===== config.mk =====
export PLATFORM = sky130hd
export DESIGN_NAME = bounded_sorted_priority_queue_flat
export DESIGN_NICKNAME = d
export VERILOG_FILES = /design/src/bsq_pkg.sv /design/src/bsq_if.sv /design/src/bsq_cell.sv /design/src/bounded_sorted_priority_queue.sv /design/src/flat_wrapper.sv
export SDC_FILE = /design/constraint.sdc
export NUM_CORES = 2
export LEC_CHECK = 0
export BUFFER_PORTS_ARGS = -buffer_cell sky130_fd_sc_hd__buf_2
export CORE_ASPECT_RATIO = 1.4
export CORE_MARGIN = 1.5
export CORE_UTILIZATION = 50
export DETAILED_ROUTE_END_ITERATION = 12
export GPL_TIMING_DRIVEN = 0
export PLACE_DENSITY_LB_ADDON = 0.2
export RECOVER_POWER = 25
export SYNTH_ARGS = -nofsm -noshare
export SYNTH_HDL_FRONTEND = slang
export SYNTH_HIERARCHICAL = 1
export SYNTH_SLANG_ARGS = --single-unit

===== constraint.sdc =====
create_clock -name clk -period 7.75 [get_ports clk]
set_input_delay 0.775 -clock clk [delete_from_list [all_inputs] [get_ports clk]]
set_output_delay 0.775 -clock clk [all_outputs]
set_load 0.02 [all_outputs]

===== src/bsq_pkg.sv =====
// package: shared constants, action codes and control types for the priority queue
`default_nettype none
package bsq_pkg;

	localparam int ACTION_W       = 2;
	localparam int PRIO_FIELD_W   = 8;
	localparam int HANDLE_FIELD_W = 32;
	localparam int RANK_W         = 5;
	localparam int COUNT_FIELD_W  = 5;

	localparam int CAPACITY_DEF      = 16;
	localparam int PRIORITY_BITS_DEF = 8;
	localparam int HANDLE_BITS_DEF   = 32;

	localparam logic [ACTION_W-1:0] ACT_INSERT = 2'd0;
	localparam logic [ACTION_W-1:0] ACT_POP    = 2'd1;
	localparam logic [ACTION_W-1:0] ACT_RANK   = 2'd2;

	typedef struct packed {
		logic ins;
		logic pop;
	} bsq_ctrl_t;

endpackage
`default_nettype wire


===== src/bsq_if.sv =====
// interfaces: request and response channels of the priority queue
`default_nettype none
interface bsq_req_if;
	logic                                valid;
	logic                                ready;
	logic [bsq_pkg::ACTION_W-1:0]        action;
	logic [bsq_pkg::PRIO_FIELD_W-1:0]    priority_req;
	logic [bsq_pkg::HANDLE_FIELD_W-1:0]  message_handle;
	logic [bsq_pkg::RANK_W-1:0]          rank;

	modport source (output valid, action, priority_req, message_handle, rank, input ready);
	modport sink (input valid, action, priority_req, message_handle, rank, output ready);
endinterface

interface bsq_rsp_if;
	logic                                valid;
	logic                                ready;
	logic                                ok;
	logic [bsq_pkg::HANDLE_FIELD_W-1:0]  message_out;
	logic [bsq_pkg::PRIO_FIELD_W-1:0]    priority_out;
	logic [bsq_pkg::COUNT_FIELD_W-1:0]   count_out;

	modport source (output valid, ok, message_out, priority_out, count_out, input ready);
	modport sink (input valid, ok, message_out, priority_out, count_out, output ready);
endinterface
`default_nettype wire


===== src/bsq_cell.sv =====
// cell: one queue slot, shifts towards the tail on insert and towards the head on pop
`default_nettype none
module bsq_cell #(
	parameter int PRIORITY_BITS = bsq_pkg::PRIORITY_BITS_DEF,
	parameter int HANDLE_BITS   = bsq_pkg::HANDLE_BITS_DEF
) (
	input  wire                      clk,
	input  wire bsq_pkg::bsq_ctrl_t  ctrl,
	input  wire                      occupied,
	input  wire  [PRIORITY_BITS-1:0] new_prio,
	input  wire  [HANDLE_BITS-1:0]   new_handle,
	input  wire                      left_greater,
	input  wire  [PRIORITY_BITS-1:0] left_prio,
	input  wire  [HANDLE_BITS-1:0]   left_handle,
	input  wire  [PRIORITY_BITS-1:0] right_prio,
	input  wire  [HANDLE_BITS-1:0]   right_handle,
	output logic [PRIORITY_BITS-1:0] prio,
	output logic [HANDLE_BITS-1:0]   handle,
	output logic                     greater
);

	logic [PRIORITY_BITS-1:0] prio_q;
	logic [HANDLE_BITS-1:0]   handle_q;

	assign greater = occupied && (prio_q > new_prio);
	assign prio    = prio_q;
	assign handle  = handle_q;

	always_ff @(posedge clk) begin
		if (ctrl.ins) begin
			if (!left_greater) begin
				prio_q   <= left_prio;
				handle_q <= left_handle;
			end else if (!greater) begin
				prio_q   <= new_prio;
				handle_q <= new_handle;
			end
		end else if (ctrl.pop) begin
			prio_q   <= right_prio;
			handle_q <= right_handle;
		end
	end

endmodule
`default_nettype wire


===== src/bounded_sorted_priority_queue.sv =====
// top level: bounded priority queue built from a row of sorted cells
// the response word is registered and appears in the cycle after its request word is accepted
// throughput: one word per cycle unless stalled, every cell compares and shifts in the same cycle
// while a response waits in the output register the request side stalls
// reset: asynchronous, clears the entry count and the response valid; slot contents are not cleared
`default_nettype none
module bounded_sorted_priority_queue #(
	parameter int CAPACITY      = bsq_pkg::CAPACITY_DEF,
	parameter int PRIORITY_BITS = bsq_pkg::PRIORITY_BITS_DEF,
	parameter int HANDLE_BITS   = bsq_pkg::HANDLE_BITS_DEF
) (
	input  wire        clk,
	input  wire        arst_n,
	bsq_req_if.sink    req,
	bsq_rsp_if.source  rsp
);

	localparam int CW       = $clog2(CAPACITY + 1);
	localparam int PFW      = bsq_pkg::PRIO_FIELD_W;
	localparam int HFW      = bsq_pkg::HANDLE_FIELD_W;
	localparam int RW       = bsq_pkg::RANK_W;
	localparam int CFW      = bsq_pkg::COUNT_FIELD_W;
	localparam int RANK_MAX = (1 << RW) - 1;
	localparam int RD_CELLS = (CAPACITY < RANK_MAX) ? CAPACITY : RANK_MAX;

	logic [CW-1:0]            count_q;
	logic                     valid_q;
	logic                     ok_q;
	logic [HFW-1:0]           msg_q;
	logic [PFW-1:0]           prio_q;
	logic [CFW-1:0]           cnt_q;

	logic                     accept;
	logic                     full;
	logic                     empty;
	logic                     ins_ok;
	logic                     pop_ok;
	logic                     rank_ok;
	bsq_pkg::bsq_ctrl_t       ctrl;
	logic [CW-1:0]            count_nxt;
	logic [CW+CFW-1:0]        count_ext;
	logic [CW+RW-1:0]         rank_ext;
	logic [PRIORITY_BITS+PFW-1:0] prio_in_ext;
	logic [HANDLE_BITS+HFW-1:0]   handle_in_ext;
	logic [PRIORITY_BITS-1:0] new_prio;
	logic [HANDLE_BITS-1:0]   new_handle;
	logic [PRIORITY_BITS-1:0] rank_prio;
	logic [PRIORITY_BITS+PFW-1:0] prio_out_ext;
	logic [HANDLE_BITS+HFW-1:0]   handle_out_ext;

	logic [PRIORITY_BITS-1:0] cell_prio    [CAPACITY];
	logic [HANDLE_BITS-1:0]   cell_handle  [CAPACITY];
	logic                     cell_greater [CAPACITY];
	logic [PRIORITY_BITS-1:0] rd_prio      [RD_CELLS];

	assign req.ready = !valid_q || rsp.ready;
	assign accept    = req.valid && req.ready;

	assign prio_in_ext   = {{PRIORITY_BITS{1'b0}}, req.priority_req};
	assign handle_in_ext = {{HANDLE_BITS{1'b0}}, req.message_handle};
	assign new_prio      = prio_in_ext[PRIORITY_BITS-1:0];
	assign new_handle    = handle_in_ext[HANDLE_BITS-1:0];

	assign full     = (count_q == CW'(CAPACITY));
	assign empty    = (count_q == '0);
	assign rank_ext = {{CW{1'b0}}, req.rank};
	assign rank_ok  = (req.rank != '0) && (rank_ext <= {{RW{1'b0}}, count_q});
	assign ins_ok   = accept && (req.action == bsq_pkg::ACT_INSERT) && !full;
	assign pop_ok   = accept && (req.action == bsq_pkg::ACT_POP) && !empty;
	assign ctrl.ins = ins_ok;
	assign ctrl.pop = pop_ok;

	always_comb begin
		count_nxt = count_q;
		if (ins_ok) begin
			count_nxt = count_q + CW'(1);
		end else if (pop_ok) begin
			count_nxt = count_q - CW'(1);
		end
	end

	assign count_ext = {{CFW{1'b0}}, count_nxt};

	genvar gi;
	generate
		for (gi = 0; gi < CAPACITY; gi++) begin : g_cell
			logic                     l_greater;
			logic [PRIORITY_BITS-1:0] l_prio;
			logic [HANDLE_BITS-1:0]   l_handle;
			logic [PRIORITY_BITS-1:0] r_prio;
			logic [HANDLE_BITS-1:0]   r_handle;

			if (gi == 0) begin : g_head
				assign l_greater = 1'b1;
				assign l_prio    = new_prio;
				assign l_handle  = new_handle;
			end else begin : g_body
				assign l_greater = cell_greater[gi-1];
				assign l_prio    = cell_prio[gi-1];
				assign l_handle  = cell_handle[gi-1];
			end

			if (gi == CAPACITY - 1) begin : g_tail
				assign r_prio   = cell_prio[gi];
				assign r_handle = cell_handle[gi];
			end else begin : g_mid
				assign r_prio   = cell_prio[gi+1];
				assign r_handle = cell_handle[gi+1];
			end

			bsq_cell #(
				.PRIORITY_BITS (PRIORITY_BITS),
				.HANDLE_BITS   (HANDLE_BITS)
			) u_cell (
				.clk          (clk),
				.ctrl         (ctrl),
				.occupied     (count_q > CW'(gi)),
				.new_prio     (new_prio),
				.new_handle   (new_handle),
				.left_greater (l_greater),
				.left_prio    (l_prio),
				.left_handle  (l_handle),
				.right_prio   (r_prio),
				.right_handle (r_handle),
				.prio         (cell_prio[gi]),
				.handle       (cell_handle[gi]),
				.greater      (cell_greater[gi])
			);
		end

		for (gi = 0; gi < RD_CELLS; gi++) begin : g_rd
			assign rd_prio[gi] = (rank_ext == (CW+RW)'(gi + 1)) ? cell_prio[gi] : '0;
		end
	endgenerate

	always_comb begin
		rank_prio = '0;
		for (int i = 0; i < RD_CELLS; i++) begin
			rank_prio = rank_prio | rd_prio[i];
		end
	end

	assign prio_out_ext   = {{PFW{1'b0}}, rank_prio};
	assign handle_out_ext = {{HFW{1'b0}}, cell_handle[0]};

	always_ff @(posedge clk or negedge arst_n) begin
		if (!arst_n) begin
			count_q <= '0;
			valid_q <= 1'b0;
		end else begin
			count_q <= count_nxt;
			if (accept) begin
				valid_q <= 1'b1;
			end else if (rsp.ready) begin
				valid_q <= 1'b0;
			end
		end
	end

	always_ff @(posedge clk) begin
		if (accept) begin
			ok_q   <= 1'b0;
			msg_q  <= '0;
			prio_q <= '0;
			cnt_q  <= count_ext[CFW-1:0];
			case (req.action)
				bsq_pkg::ACT_INSERT: begin
					ok_q <= !full;
				end
				bsq_pkg::ACT_POP: begin
					ok_q <= !empty;
					if (!empty) begin
						msg_q <= handle_out_ext[HFW-1:0];
					end
				end
				bsq_pkg::ACT_RANK: begin
					ok_q <= rank_ok;
					if (rank_ok) begin
						prio_q <= prio_out_ext[PFW-1:0];
					end
				end
				default: begin
					ok_q <= 1'b0;
				end
			endcase
		end
	end

	assign rsp.valid        = valid_q;
	assign rsp.ok           = ok_q;
	assign rsp.message_out  = msg_q;
	assign rsp.priority_out = prio_q;
	assign rsp.count_out    = cnt_q;

endmodule
`default_nettype wire


===== src/flat_wrapper.sv =====
// flat-port wrapper written by rule: the top's interface ports become plain ports
module bounded_sorted_priority_queue_flat 
#(
	parameter int CAPACITY      = bsq_pkg::CAPACITY_DEF,
	parameter int PRIORITY_BITS = bsq_pkg::PRIORITY_BITS_DEF,
	parameter int HANDLE_BITS   = bsq_pkg::HANDLE_BITS_DEF
)
  (clk, arst_n, req_valid, req_action, req_priority_req, req_message_handle, req_rank, req_ready, rsp_valid, rsp_ok, rsp_message_out, rsp_priority_out, rsp_count_out, rsp_ready);
  bsq_req_if req_i ();
  bsq_rsp_if rsp_i ();
  input  wire clk;
  input  wire arst_n;
  input wire logic [$bits(req_i.valid)-1:0] req_valid;
  input wire logic [$bits(req_i.action)-1:0] req_action;
  input wire logic [$bits(req_i.priority_req)-1:0] req_priority_req;
  input wire logic [$bits(req_i.message_handle)-1:0] req_message_handle;
  input wire logic [$bits(req_i.rank)-1:0] req_rank;
  output wire logic [$bits(req_i.ready)-1:0] req_ready;
  output wire logic [$bits(rsp_i.valid)-1:0] rsp_valid;
  output wire logic [$bits(rsp_i.ok)-1:0] rsp_ok;
  output wire logic [$bits(rsp_i.message_out)-1:0] rsp_message_out;
  output wire logic [$bits(rsp_i.priority_out)-1:0] rsp_priority_out;
  output wire logic [$bits(rsp_i.count_out)-1:0] rsp_count_out;
  input wire logic [$bits(rsp_i.ready)-1:0] rsp_ready;
  assign req_i.valid = req_valid;
  assign req_i.action = req_action;
  assign req_i.priority_req = req_priority_req;
  assign req_i.message_handle = req_message_handle;
  assign req_i.rank = req_rank;
  assign req_ready = req_i.ready;
  assign rsp_valid = rsp_i.valid;
  assign rsp_ok = rsp_i.ok;
  assign rsp_message_out = rsp_i.message_out;
  assign rsp_priority_out = rsp_i.priority_out;
  assign rsp_count_out = rsp_i.count_out;
  assign rsp_i.ready = rsp_ready;
  bounded_sorted_priority_queue #(.CAPACITY(CAPACITY), .PRIORITY_BITS(PRIORITY_BITS), .HANDLE_BITS(HANDLE_BITS)) u_core (.clk(clk), .arst_n(arst_n), .req(req_i), .rsp(rsp_i));
endmodule

Yosys cells after proc, flatten, opt, wreduce, memory -nomap -nowiden --
Cells that the tools add are included. W data, S select, Z words.
Storage, ports and cells: bits in writable memories 0, ROM bits 0, memories kept 0, latch bits 0, bits of input ports 51, register bits 692, output and inout bits 48
Cells by class: shift operators 0, add/subtract/negate cells 2, equal/unequal tests 35, div/mod/pow operators 0, multipliers 0, multiplexer cells 143, reductions and logical operators 49, order comparisons 33, bitwise gates (word level) 16
Operators by type and width (number):
- $mux W32 | 61
- $mux W8 | 77
- $gt A8 B8 Y1 | 16
- $or A8 B8 Y8 | 15
- $ne A3 B3 Y1 const B | 14
- $eq A5 B4 Y1 const B | 8
- $gt A5 B4 Y1 const B | 8
- $reduce_and A2 Y1 | 17
- $logic_and A1 B1 Y1 | 22
- $eq A5 B3 Y1 const B | 4
- $gt A5 B3 Y1 const B | 4
- $eq A5 B2 Y1 const B | 2
- $eq A5 B5 Y1 const B | 2
- $gt A5 B1 Y1 const B | 2
- $gt A5 B2 Y1 const B | 2
- $mux W5 | 2
- $add A5 B1 Y5 const B | 1
- $eq A5 B1 Y1 const B | 1
- $le A5 B5 Y1 | 1
- $logic_not A5 Y1 | 1
- $reduce_bool A5 Y1 | 1
- $sub A5 B1 Y5 const B | 1
- $ne A2 B2 Y1 const B | 2
- $reduce_bool A2 Y1 | 2
- other kinds (9) | 12

Depth between registers and ports, before layout --
word-level depth 17, gate-level depth with buffers 11, depth with buffers taken out 9

By module --
The synthesis kept the hierarchy.
By module, submodules not included:
- bsq_cell at u_core.g_cell[15].u_cell ... | cells each 205, area an instance 2247.2 um^2, times used 10
- bsq_cell at u_core.g_cell[0].u_cell ... | cells each 205, area an instance 2264.7 um^2, times used 6
- bounded_sorted_priority_queue | cells each 340, area an instance 3482.1 um^2, times used 1

Worst setup path before layout --
No wires, ideal clock.
path type in2reg, start in rsp_ready, end reg u_core.g_cell[15].u_cell.handle_q[0] (enable), stages 8, data arrival time 4.781 ns, path slack 2.507 ns, path through nand2b_1 -> and2_1 -> buf_2 -> nand2_1 -> inv_1 -> buf_2 -> nor2_1 -> a31oi_1
On the way: cells in the longest elaborated chain, start to end 5
Ends and longest elaborated chain:
- start: declaration | RTL line flat_wrapper.sv:24 | input wire logic [$bits(rsp_i.ready)-1:0] rsp_ready;
- $logic_or A1 B1 Y1 | RTL line bounded_sorted_priority_queue.sv:56 | assign req.ready = !valid_q || rsp.ready;
- $logic_and A1 B1 Y1 | RTL line bounded_sorted_priority_queue.sv:57 | assign accept = req.valid && req.ready;
- via u_core.accept | RTL line bounded_sorted_priority_queue.sv:33 | logic accept;
- $logic_and A1 B1 Y1 (2 in series) | RTL line bounded_sorted_priority_queue.sv:68 | assign ins_ok = accept && (req.action == bsq_pkg::ACT_INSERT) && !full;
- via u_core.ins_ok | RTL line bounded_sorted_priority_queue.sv:36 | logic ins_ok;
- $reduce_and A2 Y1 (no source line)
- end signal: assignment | RTL line bsq_cell.sv:33 | handle_q <= left_handle;
- end signal: assignment | RTL line bsq_cell.sv:36 | handle_q <= new_handle;
- end signal: assignment | RTL line bsq_cell.sv:40 | handle_q <= right_handle;
- end: declaration | RTL line bsq_cell.sv:23 | logic [HANDLE_BITS-1:0] handle_q;
The timed path passes the listed nets, and every way through them passes these cells. A chain may end at the register's enable or synchronous reset.

Worst setup path after layout --
start reg u_core.count_q[0], end reg u_core.g_cell[5].u_cell.handle_q[9] (enable)
On the way: cells in the longest elaborated chain, start to end 5, elaborated cells on any way between the ends 13, classes of those cells 2 x order compare; 2 x eq/ne; 9 x reduce/logical
Ends and longest elaborated chain:
- start: declaration | RTL line bounded_sorted_priority_queue.sv:26 | logic [CW-1:0] count_q;
- start signal: assignment | RTL line bounded_sorted_priority_queue.sv:151 | count_q <= count_nxt;
- $eq A5 B5 Y1 * | RTL line bounded_sorted_priority_queue.sv:64 | assign full = (count_q == CW'(CAPACITY));
- $logic_not A1 Y1 * | RTL line bounded_sorted_priority_queue.sv:68
- $logic_and A1 B1 Y1 * | RTL line bounded_sorted_priority_queue.sv:68
- via u_core.ins_ok | RTL line bounded_sorted_priority_queue.sv:36
- $ne A3 B3 Y1 (no source line) / $reduce_bool A2 Y1 (equally long branches)
- $reduce_and A2 Y1 (no source line) *
- end signal: assignment | RTL line bsq_cell.sv:33
- end signal: assignment | RTL line bsq_cell.sv:36
- end signal: assignment | RTL line bsq_cell.sv:40
- end: declaration | RTL line bsq_cell.sv:23
Mark *: on every way through the listed nets, which the timed path passes. The rest lies on a longest branch.

==> results.md <==
* Final worst path period share at between 50% and 60%
* Largest family of logic cells by synthesized area: multiplexers
* Die footprint at around 80000 um^2
* Setup TNS at 0 ps
* Yosys cell types at between 60 and 70
* P&R area growth vs syn at 11.5%
* CP max-delay cell: inv_1
* Met2 Use GR at 51.2%
* Top cells by area, synth: edfxtp_1 (52%), mux2i_1 (17%), a21oi_1 (8.8%), nor2_1 (6.4%), ha_1 (4.4%)
* Compound-gate portion of the synthesized area at 12.4%
* Synth area leader: edfxtp_1
* Synth Area in XOR/XNOR at less than 1%
* Top_reg_cell synth: edfxtp_1
* Initial DRT Pass Iterations at 6
* Critical path type: register to register
* Initial antenna violation count at 2
* Total grt overflow at 0
* Starting density of the core at around half
* Fillers at 6943
* Synth warnings at 6
* Number of flops mapped to enable cells by yosys at around 690
* Crit path cell chain: clkbuf_1 -> inv_1 -> ha_1 -> nor3b_1 -> a211oi_1 -> nand2_1 -> inv_1 -> clkbuf_1 -> clkbuf_1 -> a31oi_4 -> buf_16
* WP data required at just over 8000 ps
* Unrepaired setup endpoints after global routing: false
* Final WL at roughly 110000 um
* Final setup vio count at 0
* Routability cong. at 0.985
* CP Buf/Inv Count at 6
* Final hold vios at 0
* Antenna-violating nets left at 0
* Initial DRC Count at slightly above 2000
* Post-Synthesis Net Count at around 3800
* Met3 Usage GRT at roughly 3.3%
* Post-Synth Adder-Cell Area at ~4.4%
* Pwr dens at 249 nW/um^2
* Failing checks: max-capacitance violations, max-slew violations
* CTS clock-pin slew for the worst setup and hold paths at roughly 60 ps
* Simple-gate share of the synthesized area at around 9.0%
* Post-Syn Area at roughly 40000 um^2
* Critical Path Max Stage Delay at between 700 and 800 ps
* Drt wl/cell at between 20 and 25 um
* FF+latch count, synth at 692
* CTS root buffer: clkbuf_16
* Met1 Use GR at between 30% and 40%
* Vias at a little under 30000
* CTS tree: done
* Max Fanout on Critical Path at 25
* Startpoint types: register
* Largest net degree at the start of global routing at between 50 and 60
* Fmax at approximately 220 MHz
* Tot Pwr at roughly 11 mW
* Final WS setup at 3160 ps
* DIE HEIGHT at roughly 340 um
* TritonCTS Buffers at 72
* Clock latency at the later pin of the worst-skew pair at between 600 and 700 ps
* CP Capture Type: register
* Core area at a little under 80000 um^2
* Drt drc at 0
* Num rows at 121
* Register area share after synthesis at between 50 and 60%
* Post-synth top area share at between 50 and 60%
* Post-CTS Setup Inserts at 0
* Post-layout util at between 50 and 60%
* R2R Setup Slk at around 3200 ps
* Fin. max-slew vios at 10
* Worst Hold Class: primary input to register
* Post-Synthesis Cells at between 3000 and 4000
* DP Area at ~42000 um^2
* Pre-CTS worst setup slack at approximately 2800 ps
* Total Routing Usage GR at about 28%
* CTS max path bufs at 3
* Result of the run: complete, but fails checks
* Worst VDD drop at 0.153 mV
* Drt via density at 5.88
* Slew @ Worst Pin at around 1600 ps
* Number of global-route vias before repair at approximately 31000
* I/O Pins at 99
* Final min period at approximately 4600 ps
* Nets at about 4000
* Global-route wire length before repair at 172000 um
* DP Wirelength at 85900 um
* Post-route cell area at about 44000 um^2
* Resize count post-CTS at 0
* Share of cells above drive strength 1 at under 10%
* Slew HR at -6.32%
* Avg Inst Size Synth at roughly 11 um^2
* Family with the most delay on the worst path: buffers and inverters
* IO Port Bufs at 98
* Most frequent CP cell: clkbuf_1
* Global route hottest layer: met2
* Static Leak at between 15 and 20 nW
* Die Wd at ~240 um
* Clock Sinks at 692
* H-tree Lvls at 3
* Worst Skew at between 20 and 30 ps
* Multiplexer share of the synthesized area at about 17%
* Max-cap viol count at 1
* Async SR Flop Fraction at less than 1%
* Arr. time, crit path at slightly below 5000 ps
cells in the final DEF, fill, tap and decap left out, types with 17 or more instances in the layout:
master,count
a21oi_1,696
edfxtp_1,686
nor2_1,671
mux2i_1,655
clkbuf_1,206
inv_1,151
ha_1,138
buf_2,74
clkbuf_16,73
nand2_1,54
buf_4,40
nand4_1,35
buf_6,25
o21ai_0,21
and2_0,21
a21o_1,19
clkinv_1,17
power by group:
part / internal, mW / leakage [nW] / switching [mW]
logic: 1.18 / 9.23 / 1.68
registers: 4.46 / 6.42 / 0.208
clock network: 1.96 / 1.11 / 1.50
per-stage QoR:
stage	instances	hold WS, ps
4_1_cts	4909	312
3_3_place_gp	4763	503
5_1_grt	4909	343
3_5_place_dp	4779	515
2_1_floorplan	3620	479
6_report	4910	342
area by class of cell:
class,count,area [um^2],area share (%)
Sequential cell,692,20700,47.1
Timing Repair Buffer,115,766,1.74
Inverter,153,577,1.31
Antenna cell,1,2.50,0.00568
Buffer,250,1310,2.97
Tap cell,1045,1310,2.97
Clock inverter,44,402,0.911
Clock buffer,85,1870,4.25
Multi-Input combinational cell,2525,17100,38.8
worst paths after layout:
check	start	endpoint	depth (start not counted)
setup / recovery	u_core/count_q[0]	u_core/g_cell[5].u_cell/handle[9]	11
max in group asynchronous	arst_n	u_core/count_q[0]	2
setup reg to reg	u_core/count_q[0]	u_core/g_cell[5].u_cell/handle[9]	11
hold reg to reg	u_core/rsp.valid	u_core/rsp.valid	2
min in group asynchronous	arst_n	u_core/rsp.valid	2
hold / removal	req_valid	u_core/rsp.valid	2
worst reg2reg max path: stages, from the launching register on:
cell and delay, ps:
dfrtp_1 430, clkbuf_1 290, inv_1 110, ha_1 240, nor3b_1 160, a211oi_1 450, nand2_1 220, inv_1 720
clkbuf_1 490, clkbuf_1 480, a31oi_4 420, buf_16 310
layer usage:
metal | up-vias | share of wire (%)
li1 | 13700 | -
met1 | 14100 | 38
met2 | 760 | 52
met3 | 278 | 4.1
met4 | 4 | 5.5
met5 | - | 0.024
kinds of logic after synthesis:
kind of cell             Yosys count
AO/OA/AOI/OAI                    871
multiplexers                     661
adder cells (fa/ha/maj)          138
flip-flops                       692
buffers and inverters            403
AND/OR/NAND/NOR                  851
XOR/XNOR                           3
other                              1
cells in the mapped netlist, drive strengths merged, types with 4 or more instances:
library cell and instances:
o21a 16, a31oi 22, buf 129, o32ai 16, nand4 35, edfxtp 686
ha 138, nor2 671, nand3 14, o21ai 37, inv 152, and2 33
clkbuf 121, a22oi 9, a21o 19, nand2 55, a21oi 696, mux2i 655
a41o 16, dfrtp 6, nor2b 7, nor4 7, a32oi 9, nand2b 5
nor3b 4, nor3 5, a41oi 6
flip-flops by register name (all words and copies together), names as in the netlist:
register,cells
u_core/rsp.count_out,5
u_core/rsp.ok,1
u_core/rsp.valid,1
u_core/rsp.message_out,32
u_core/g_cell.u_cell/handle,512
u_core/count_q,5
u_core/rsp.priority_out,8
u_core/g_cell.u_cell/prio,128
repair_timing:
action	CTS	global route
hold buffers	1	0
setup endpoints to repair	0	0
endpoints found under the hold margin	6	0
(Power assumes the default switching activity.)
